<file path="config.mk">
export PLATFORM = sky130hd
export DESIGN_NAME = bcih_ctrl
export DESIGN_NICKNAME = d
export VERILOG_FILES = /design/src/bcih_pkg.sv /design/src/bcih_ctrl.sv
export SDC_FILE = /design/constraint.sdc
export NUM_CORES = 1
export LEC_CHECK = 0
export ABC_AREA = 1
export CAP_MARGIN = 0
export CORE_AREA = 2 2 39 41
export CTS_BUF_LIST = sky130_fd_sc_hd__clkbuf_2 sky130_fd_sc_hd__clkbuf_4 sky130_fd_sc_hd__clkbuf_8
export DETAILED_ROUTE_END_ITERATION = 8
export DIE_AREA = 0 0 41 43
export DONT_BUFFER_PORTS = 1
export GPL_ROUTABILITY_DRIVEN = 0
export PLACE_DENSITY = 0.75
export RECOVER_POWER = 25
export SYNTH_ARGS = -nofsm -noshare
export SYNTH_HDL_FRONTEND = slang
export SYNTH_SLANG_ARGS = --single-unit
</file>
<file path="constraint.sdc">
create_clock -name clk -period 3.07 [get_ports clk]
set_clock_uncertainty 0.2 [all_clocks]
set_input_delay 0.614 -clock clk [delete_from_list [all_inputs] [get_ports clk]]
set_output_delay 0.614 -clock clk [all_outputs]
set_load 0.02 [all_outputs]
</file>
<file path="src/bcih_pkg.sv">
`default_nettype none

package bcih_pkg;

  // sizes of the stores
  localparam int MAX_OVERLAPS = 1024;
  localparam int MAX_BINS     = 4096;
  localparam int MAX_DEPTH    = 1024;
  localparam int NUM_SETS     = 16;

  // field widths
  localparam int POS_W   = 20;
  localparam int BW_W    = 13;
  localparam int SET_W   = 4;
  localparam int DEPTH_W = 10;
  localparam int CNT_W   = 32;
  localparam int CMD_W   = 2;
  localparam int STS_W   = 2;
  localparam int CFG_AW  = 2;

  // derived widths
  localparam int OVL_AW  = $clog2(MAX_OVERLAPS);
  localparam int OVL_CW  = $clog2(MAX_OVERLAPS + 1);
  localparam int BIN_AW  = $clog2(MAX_BINS);
  localparam int BIN_CW  = $clog2(MAX_BINS + 1);
  localparam int DEP_AW  = $clog2(MAX_DEPTH);
  localparam int SETS_AW = $clog2(NUM_SETS);
  localparam int HIST_AW = SETS_AW + DEP_AW;
  localparam int KEY_W   = POS_W + 1;
  localparam int SPAN_W  = $clog2(2 * MAX_OVERLAPS + 1);
  localparam int STORE_W = 2 * POS_W;
  localparam int DIV_CW  = $clog2(POS_W);

  localparam logic [BW_W-1:0] BW_RESET = 13'd100;

  // configuration register indexes
  localparam logic [CFG_AW-1:0] CFG_MIN_OVL   = 2'd0;
  localparam logic [CFG_AW-1:0] CFG_MIN_READ  = 2'd1;
  localparam logic [CFG_AW-1:0] CFG_BIN_WIDTH = 2'd2;

  typedef enum logic [CMD_W-1:0] {
    CMD_ADD   = 2'd0,
    CMD_CLOSE = 2'd1,
    CMD_COUNT = 2'd2,
    CMD_MODE  = 2'd3
  } cmd_code_t;

  typedef enum logic [STS_W-1:0] {
    STS_OK   = 2'd0,
    STS_FULL = 2'd1,
    STS_CLIP = 2'd2
  } sts_code_t;

  // controller to datapath
  typedef struct packed {
    logic hclr_step;
    logic in_load;
    logic add_do;
    logic cclr_step;
    logic scan_init;
    logic scan_issue;
    logic cand_take;
    logic evt_setup;
    logic bin_wr;
    logic evt_end;
    logic hist_init;
    logic hist_rd_cnt;
    logic hist_wr;
    logic close_fin;
    logic qcnt_rd;
    logic qcnt_take;
    logic mode_init;
    logic mode_rd;
    logic mode_cmp;
    logic out_load;
  } ctl_cmd_t;

  // datapath to controller
  typedef struct packed {
    logic hclr_last;
    logic cclr_last;
    logic sweep_empty;
    logic scan_last;
    logic cand_found;
    logic div_busy;
    logic bin_any;
    logic bin_last;
    logic evt_more;
    logic hist_last;
    logic mode_none;
    logic mode_last;
  } dp_sts_t;

endpackage

`default_nettype wire

</file>
<file path="src/bcih_ctrl.sv">
`default_nettype none

module bcih_ctrl (
  input  logic                       clk,
  input  logic                       rst_n,
  input  logic                       in_valid,
  input  logic [bcih_pkg::CMD_W-1:0] in_command,
  output logic                       in_ready,
  output logic                       out_valid,
  input  logic                       out_ready,
  input  bcih_pkg::dp_sts_t          sts,
  output bcih_pkg::ctl_cmd_t         cmd
);
  import bcih_pkg::*;

  typedef enum logic [4:0] {
    ST_HCLR, ST_IDLE, ST_ADD, ST_CCLR, ST_SCAN, ST_SDRAIN, ST_SDEC, ST_DWAIT,
    ST_EVT, ST_BRD, ST_BWR, ST_EEND, ST_HRD, ST_HRD2, ST_HWR, ST_CFIN,
    ST_QRD, ST_QWT, ST_MINIT, ST_MRD, ST_MCMP, ST_OUT
  } state_t;

  state_t state_r, state_nxt;
  logic   out_valid_r, out_valid_nxt;

  // next state and datapath commands
  always_comb begin
    state_nxt = state_r;
    cmd       = '0;
    unique case (state_r)
      ST_HCLR: begin
        cmd.hclr_step = 1'b1;
        if (sts.hclr_last) state_nxt = ST_IDLE;
      end
      ST_IDLE: begin
        if (in_valid) begin
          cmd.in_load = 1'b1;
          unique case (cmd_code_t'(in_command))
            CMD_ADD:   state_nxt = ST_ADD;
            CMD_CLOSE: state_nxt = ST_CCLR;
            CMD_COUNT: state_nxt = ST_QRD;
            CMD_MODE:  state_nxt = ST_MINIT;
            default:   state_nxt = ST_IDLE;
          endcase
        end
      end
      ST_ADD: begin
        cmd.add_do = 1'b1;
        state_nxt  = ST_OUT;
      end
      ST_CCLR: begin
        cmd.cclr_step = 1'b1;
        if (sts.cclr_last) begin
          if (sts.sweep_empty) begin
            cmd.hist_init = 1'b1;
            state_nxt     = ST_HRD;
          end else begin
            cmd.scan_init = 1'b1;
            state_nxt     = ST_SCAN;
          end
        end
      end
      ST_SCAN: begin
        cmd.scan_issue = 1'b1;
        if (sts.scan_last) state_nxt = ST_SDRAIN;
      end
      ST_SDRAIN: state_nxt = ST_SDEC;
      ST_SDEC: begin
        if (sts.cand_found) begin
          cmd.cand_take = 1'b1;
          state_nxt     = ST_DWAIT;
        end else begin
          cmd.hist_init = 1'b1;
          state_nxt     = ST_HRD;
        end
      end
      ST_DWAIT: begin
        if (!sts.div_busy) state_nxt = ST_EVT;
      end
      ST_EVT: begin
        cmd.evt_setup = 1'b1;
        state_nxt     = sts.bin_any ? ST_BRD : ST_EEND;
      end
      ST_BRD: state_nxt = ST_BWR;
      ST_BWR: begin
        cmd.bin_wr = 1'b1;
        state_nxt  = sts.bin_last ? ST_EEND : ST_BRD;
      end
      ST_EEND: begin
        cmd.evt_end = 1'b1;
        if (sts.evt_more) begin
          state_nxt = ST_EVT;
        end else begin
          cmd.scan_init = 1'b1;
          state_nxt     = ST_SCAN;
        end
      end
      ST_HRD: state_nxt = ST_HRD2;
      ST_HRD2: begin
        cmd.hist_rd_cnt = 1'b1;
        state_nxt       = ST_HWR;
      end
      ST_HWR: begin
        cmd.hist_wr = 1'b1;
        state_nxt   = sts.hist_last ? ST_CFIN : ST_HRD;
      end
      ST_CFIN: begin
        cmd.close_fin = 1'b1;
        state_nxt     = ST_OUT;
      end
      ST_QRD: begin
        cmd.qcnt_rd = 1'b1;
        state_nxt   = ST_QWT;
      end
      ST_QWT: begin
        cmd.qcnt_take = 1'b1;
        state_nxt     = ST_OUT;
      end
      ST_MINIT: begin
        cmd.mode_init = 1'b1;
        state_nxt     = sts.mode_none ? ST_OUT : ST_MRD;
      end
      ST_MRD: begin
        cmd.mode_rd = 1'b1;
        state_nxt   = ST_MCMP;
      end
      ST_MCMP: begin
        cmd.mode_cmp = 1'b1;
        state_nxt    = sts.mode_last ? ST_OUT : ST_MRD;
      end
      ST_OUT: begin
        if (!out_valid_r || out_ready) begin
          cmd.out_load = 1'b1;
          state_nxt    = ST_IDLE;
        end
      end
      default: state_nxt = ST_IDLE;
    endcase
  end

  // output beat valid
  always_comb begin
    out_valid_nxt = out_valid_r && !out_ready;
    if (cmd.out_load) out_valid_nxt = 1'b1;
  end

  always_ff @(posedge clk) begin
    if (!rst_n) begin
      state_r     <= ST_HCLR;
      out_valid_r <= 1'b0;
    end else begin
      state_r     <= state_nxt;
      out_valid_r <= out_valid_nxt;
    end
  end

  assign in_ready  = state_r == ST_IDLE;
  assign out_valid = out_valid_r;

endmodule

`default_nettype wire

</file>
# After elaboration in Yosys (flattened, before gate mapping)
# Cells that the tools add are included.
dict set report word_totals {
  ff_bits 6
  out_inout_bits 22
  word_cells 86
}
dict set report op_classes {
  eq_ne 30
  n_mux 46
  n_reduce_logical 8
}
# operator n
set op_table {}
lappend op_table {{one-hot mux 5 bit (20 select lines)} 1}
lappend op_table {{equality test 5 x 4 -> 1 bit (second input constant)} 8}
lappend op_table {{equality test 5 bit (second input constant)} 6}
lappend op_table {{two-way mux 5 bit} 6}
lappend op_table {{two-way mux 1 bit} 28}
lappend op_table {{equality test 5 x 3 -> 1 bit (second input constant)} 4}
lappend op_table {{one-hot mux 5 bit (4 select lines)} 1}
lappend op_table {{two-way mux 4 bit} 3}
lappend op_table {{inequality test 2 bit (second input constant)} 6}
lappend op_table {{equality test 5 x 2 -> 1 bit (second input constant)} 2}
lappend op_table {{two-way mux 2 bit} 3}
lappend op_table {{two-way mux 3 bit} 2}
lappend op_table {{AND reduction 6 bit} 1}
lappend op_table {{equality test 5 x 1 -> 1 bit (second input constant)} 1}
lappend op_table {{logical NOT 5 bit} 1}
lappend op_table {{equality test 2 bit (second input constant)} 2}
lappend op_table {{one-hot mux 1 bit (2 select lines)} 2}
lappend op_table {{OR reduction 3 bit} 1}
lappend op_table {{equality test 2 x 1 -> 1 bit (second input constant)} 1}
lappend op_table {{logical NOT 1 bit} 2}
lappend op_table {{logical NOT 2 bit} 1}
lappend op_table {{logical AND 1 bit} 1}
lappend op_table {{logical OR 1 bit} 1}

# Depth between registers and ports, before layout
dict set report depth {
  ltp_word 5
  mapped_depth 11
}

# Least setup slack after synthesis
# No wires, ideal clock.
dict set report synth_timing {
  path_kind {register to output}
  from {register state_r[1]}
  to {output port cmd[9] (netlist name)}
  t_arrival_ps 1591
  t_required_ps 2256
  slack_ps 665
  stages_incl_launch_ff 7
  path_buffers 0
  path_cell_list {dfxtp_1 > nand2_1 > nor2_1 > nand2_1 > inv_1 > nand2_1 > o21ai_0}
}
# item line
set synth_lines {}
lappend synth_lines {{start: declaration} bcih_ctrl.sv:22} ;# state_t state_r, state_nxt;
lappend synth_lines {{start signal: assignment} bcih_ctrl.sv:151} ;# state_r <= state_nxt;
lappend synth_lines {{end: declaration} bcih_ctrl.sv:12} ;# output bcih_pkg::ctl_cmd_t cmd

==> results by group <==
Run status
  – Status: finished clean

Synth
  – Sequential-to-total area share from yosys stat: 0.151
  – Synth Warn #: 0
  – Yosys reg bits: 6
  – Top-area cell type share of the netlist area: 0.179
  – Cells after Synth: 159
  – Syn avg cell area: 5.00 sq um
  – Synth Cell Area: 796 sq um
  – Dominant cell type by area after synthesis: nand2_1
  – Synth area leaders: nand2_1 (18%), nor2_1 (17%), dfxtp_1 (15%)
  – Most instantiated cells after synthesis: nand2_1 (38), nor2_1 (36), inv_1 (27)
  – Top_reg_cell synth: dfxtp_1
  – Post-synthesis cell type count: 22
  – Most common cell in the synthesized netlist: nand2_1
  – Net Count, Synth: 177
  – Number of enable flip-flop cells after synthesis: 0
  – Async SR Flop Fraction: 0

Critical path
  – CP delay by family, top: simple AND/OR/NAND/NOR gates
  – Most frequent CP cell: nand2_1
  – Critical Path Max Stage Delay: 0.41 ns
  – Critical Path AT: 1.87 ns
  – CP bufs+invs: 2
  – Crit path kind: reg -> out
  – CP max FO: 8
  – Cell Chain, Critical Path: nand2_1, nor2_1, nand2_1, inv_1, nand2_1, o21ai_0, buf_4
  – Slowest-stage cell, CP: dfxtp_1
  – Req. time, crit path: 2.26 ns
  – Crit end category: primary output
  – Crit start category: flop

Route
  – # DRC: 0
  – Via Count: 968
  – Starting DRT DRC Count: 57
  – WL/cell: 12.3 microns
  – Vias per inst: 5.47
  – Initial DRT Pass Iterations: 7
  – Routed Antenna Nets: 0
  – Detailed Route WL: 2170 microns

Timing
  – RSZ-0062 raised after global routing: no
  – Period Utilization, post-route: 0.875
  – Final Worst Setup Slack: 0.384 ns
  – Fin. max-slew vios: 0
  – Final min period: 2.69 ns
  – Hold slack final: 0.361 ns
  – Setup TNS: 0 ns
  – Hold Vio Cnt, Final: 0
  – Slew HR: 0.480
  – Final setup viols: 0
  – Fmax: 0.372 GHz
  – Slew @ Worst Pin: 0.773 ns

GRT
  – Vias in the first global route: 861
  – GRT Resource Usage Total: 0.276
  – Largest net degree at the start of global routing: 12
  – Number of antenna violations at the first check in global routing: 0
  – Total congestion overflow: 0
  – Global-route wire length before repair: 3430 microns

Clocking
  – Clock buffer count from CTS: 3
  – Number of setup buffers added after CTS: 0
  – Sink Count: 6
  – Clock Latency Late Sink: 0.24 ns
  – Clock transition at path regs: 0.04 ns
  – H-tree levels: 1
  – CTS Buffer Depth: 2
  – CTS tree: done
  – Cells resized by post-CTS repair: 0
  – Hold buffer count at cts: 0
  – CTS root buffer: clkbuf_4

Pwr
  – Clk pwr share: 0.095
  – Peak VDD IR: 0.000482 V
  – Internal power: 290 uW
  – Net Sw Power: 461 uW
  – Leakage: 0.000461 uW
  – Comb pwr share: 0.702
  – Power density over the cells: 915 nW/um^2
  – Tot Pwr: 751 uW
  – Share of power burned in registers: 0.202
  – Net Sw Frac: 0.614

Place
  – Port Buffers: 0
  – Post-DP HPWL: 1740 microns
  – Worst slack at placement: 0.643 ns

Die
  – Top Ports: 40
  – Die X: 41 microns
  – Vert. Die Dim: 43 microns
  – Die ar.: 1760 sq um
  – Starting Density: 0.575
  – Site Rows: 14
  – CORE AREA: 1380 sq um

Cells and area
  – Final net count: 181
  – ANT cells: 0
  – Fillcell total: 150
  – Layout cell share with drive strength beyond 1: 0.0621
  – Area grow syn2layout: 3.14%

Job
  – Max-Cap Viols: 0

Hold path
  – HP Class: reg -> reg
[cells by family after synthesis]
| group | Yosys count | share of synthesized area |
|---|---|---|
| simple gates | 108 | 0.585 |
| buf+inv | 33 | 0.184 |
| compound gates | 12 | 0.0802 |
| flops | 6 | 0.151 |
[power by group through the flow]
stage	clock network, uW	registers [uW]	logic, uW
2_1_floorplan	0	124	479
3_5_place_dp	0	153	523
4_1_cts	72.9	151	523
6_report	71.6	152	527
3_3_place_gp	0	150	520
5_1_grt	78.5	159	580
[placed cells by master (no fill, tap or decap)]
cell type	n
nor4_1	1
nor2_2	1
inv_1	27
buf_4	3
a21oi_1	3
nor3_1	5
nand2_1	38
dfxtp_1	6
or2_2	1
clkinv_1	1
nand4_1	4
clkbuf_4	3
inv_2	1
o21ai_0	7
nand3b_1	1
nand3_1	19
nand3_2	1
o22ai_1	1
nor2_1	37
o31ai_1	1
[worst min-delay path: stages, from the launching register on]
cell     delay [ns]
dfxtp_1        0.35
o21ai_0        0.10
a21oi_1        0.07
[final timing paths]
kind | depth (start not counted) | to | slack (ns) | startpoint
worst max-delay path | 7 | cmd[9] | 0.38 | state_r[1]$_SDFFE_PN0P_
worst min register to register | 2 | state_r[1]$_SDFFE_PN0P_ | 0.36 | state_r[1]$_SDFFE_PN0P_
worst min-delay path | 2 | state_r[1]$_SDFFE_PN0P_ | 0.36 | state_r[1]$_SDFFE_PN0P_
worst max register to register | 9 | state_r[1]$_SDFFE_PN0P_ | 1.02 | state_r[4]$_SDFFE_PN0P_
[sequential cells by signal, indices dropped and copies added, names as in the netlist]
signal	flops
out_valid	1
state_r	5
[cell type report]
type                            instances  area (sq um)  area share
Clock buffer                            3          22.5      0.0274
Sequential cell                         6           120       0.146
Tap cell                               16          20.0      0.0244
Timing Repair Buffer                    3          22.5      0.0274
Multi-Input combinational cell        120           527       0.642
Inverter                               29           109       0.133
[per-stage QoR]
| step | cell area (sq um) | util | std cells |
|---|---|---|---|
| CTS | 823 | 0.595 | 177 |
| detailed placement | 801 | 0.579 | 174 |
| global route | 821 | 0.593 | 177 |
| floorplan | 796 | - | 159 |
| finish | 821 | 0.593 | 177 |
| global placement | 801 | 0.579 | 174 |
[layer usage]
layer | GRT usage | part of all wire | vias to the layer above
li1 | - | - | 507
met1 | 0.360 | 0.42 | 411
met2 | 0.428 | 0.47 | 46
met3 | 0.0471 | 0.091 | 4
met4 | 0.113 | 0.020 | 0
met5 | 0 | 0 | -
No activity file was read; power rests on OpenSTA's default activity.
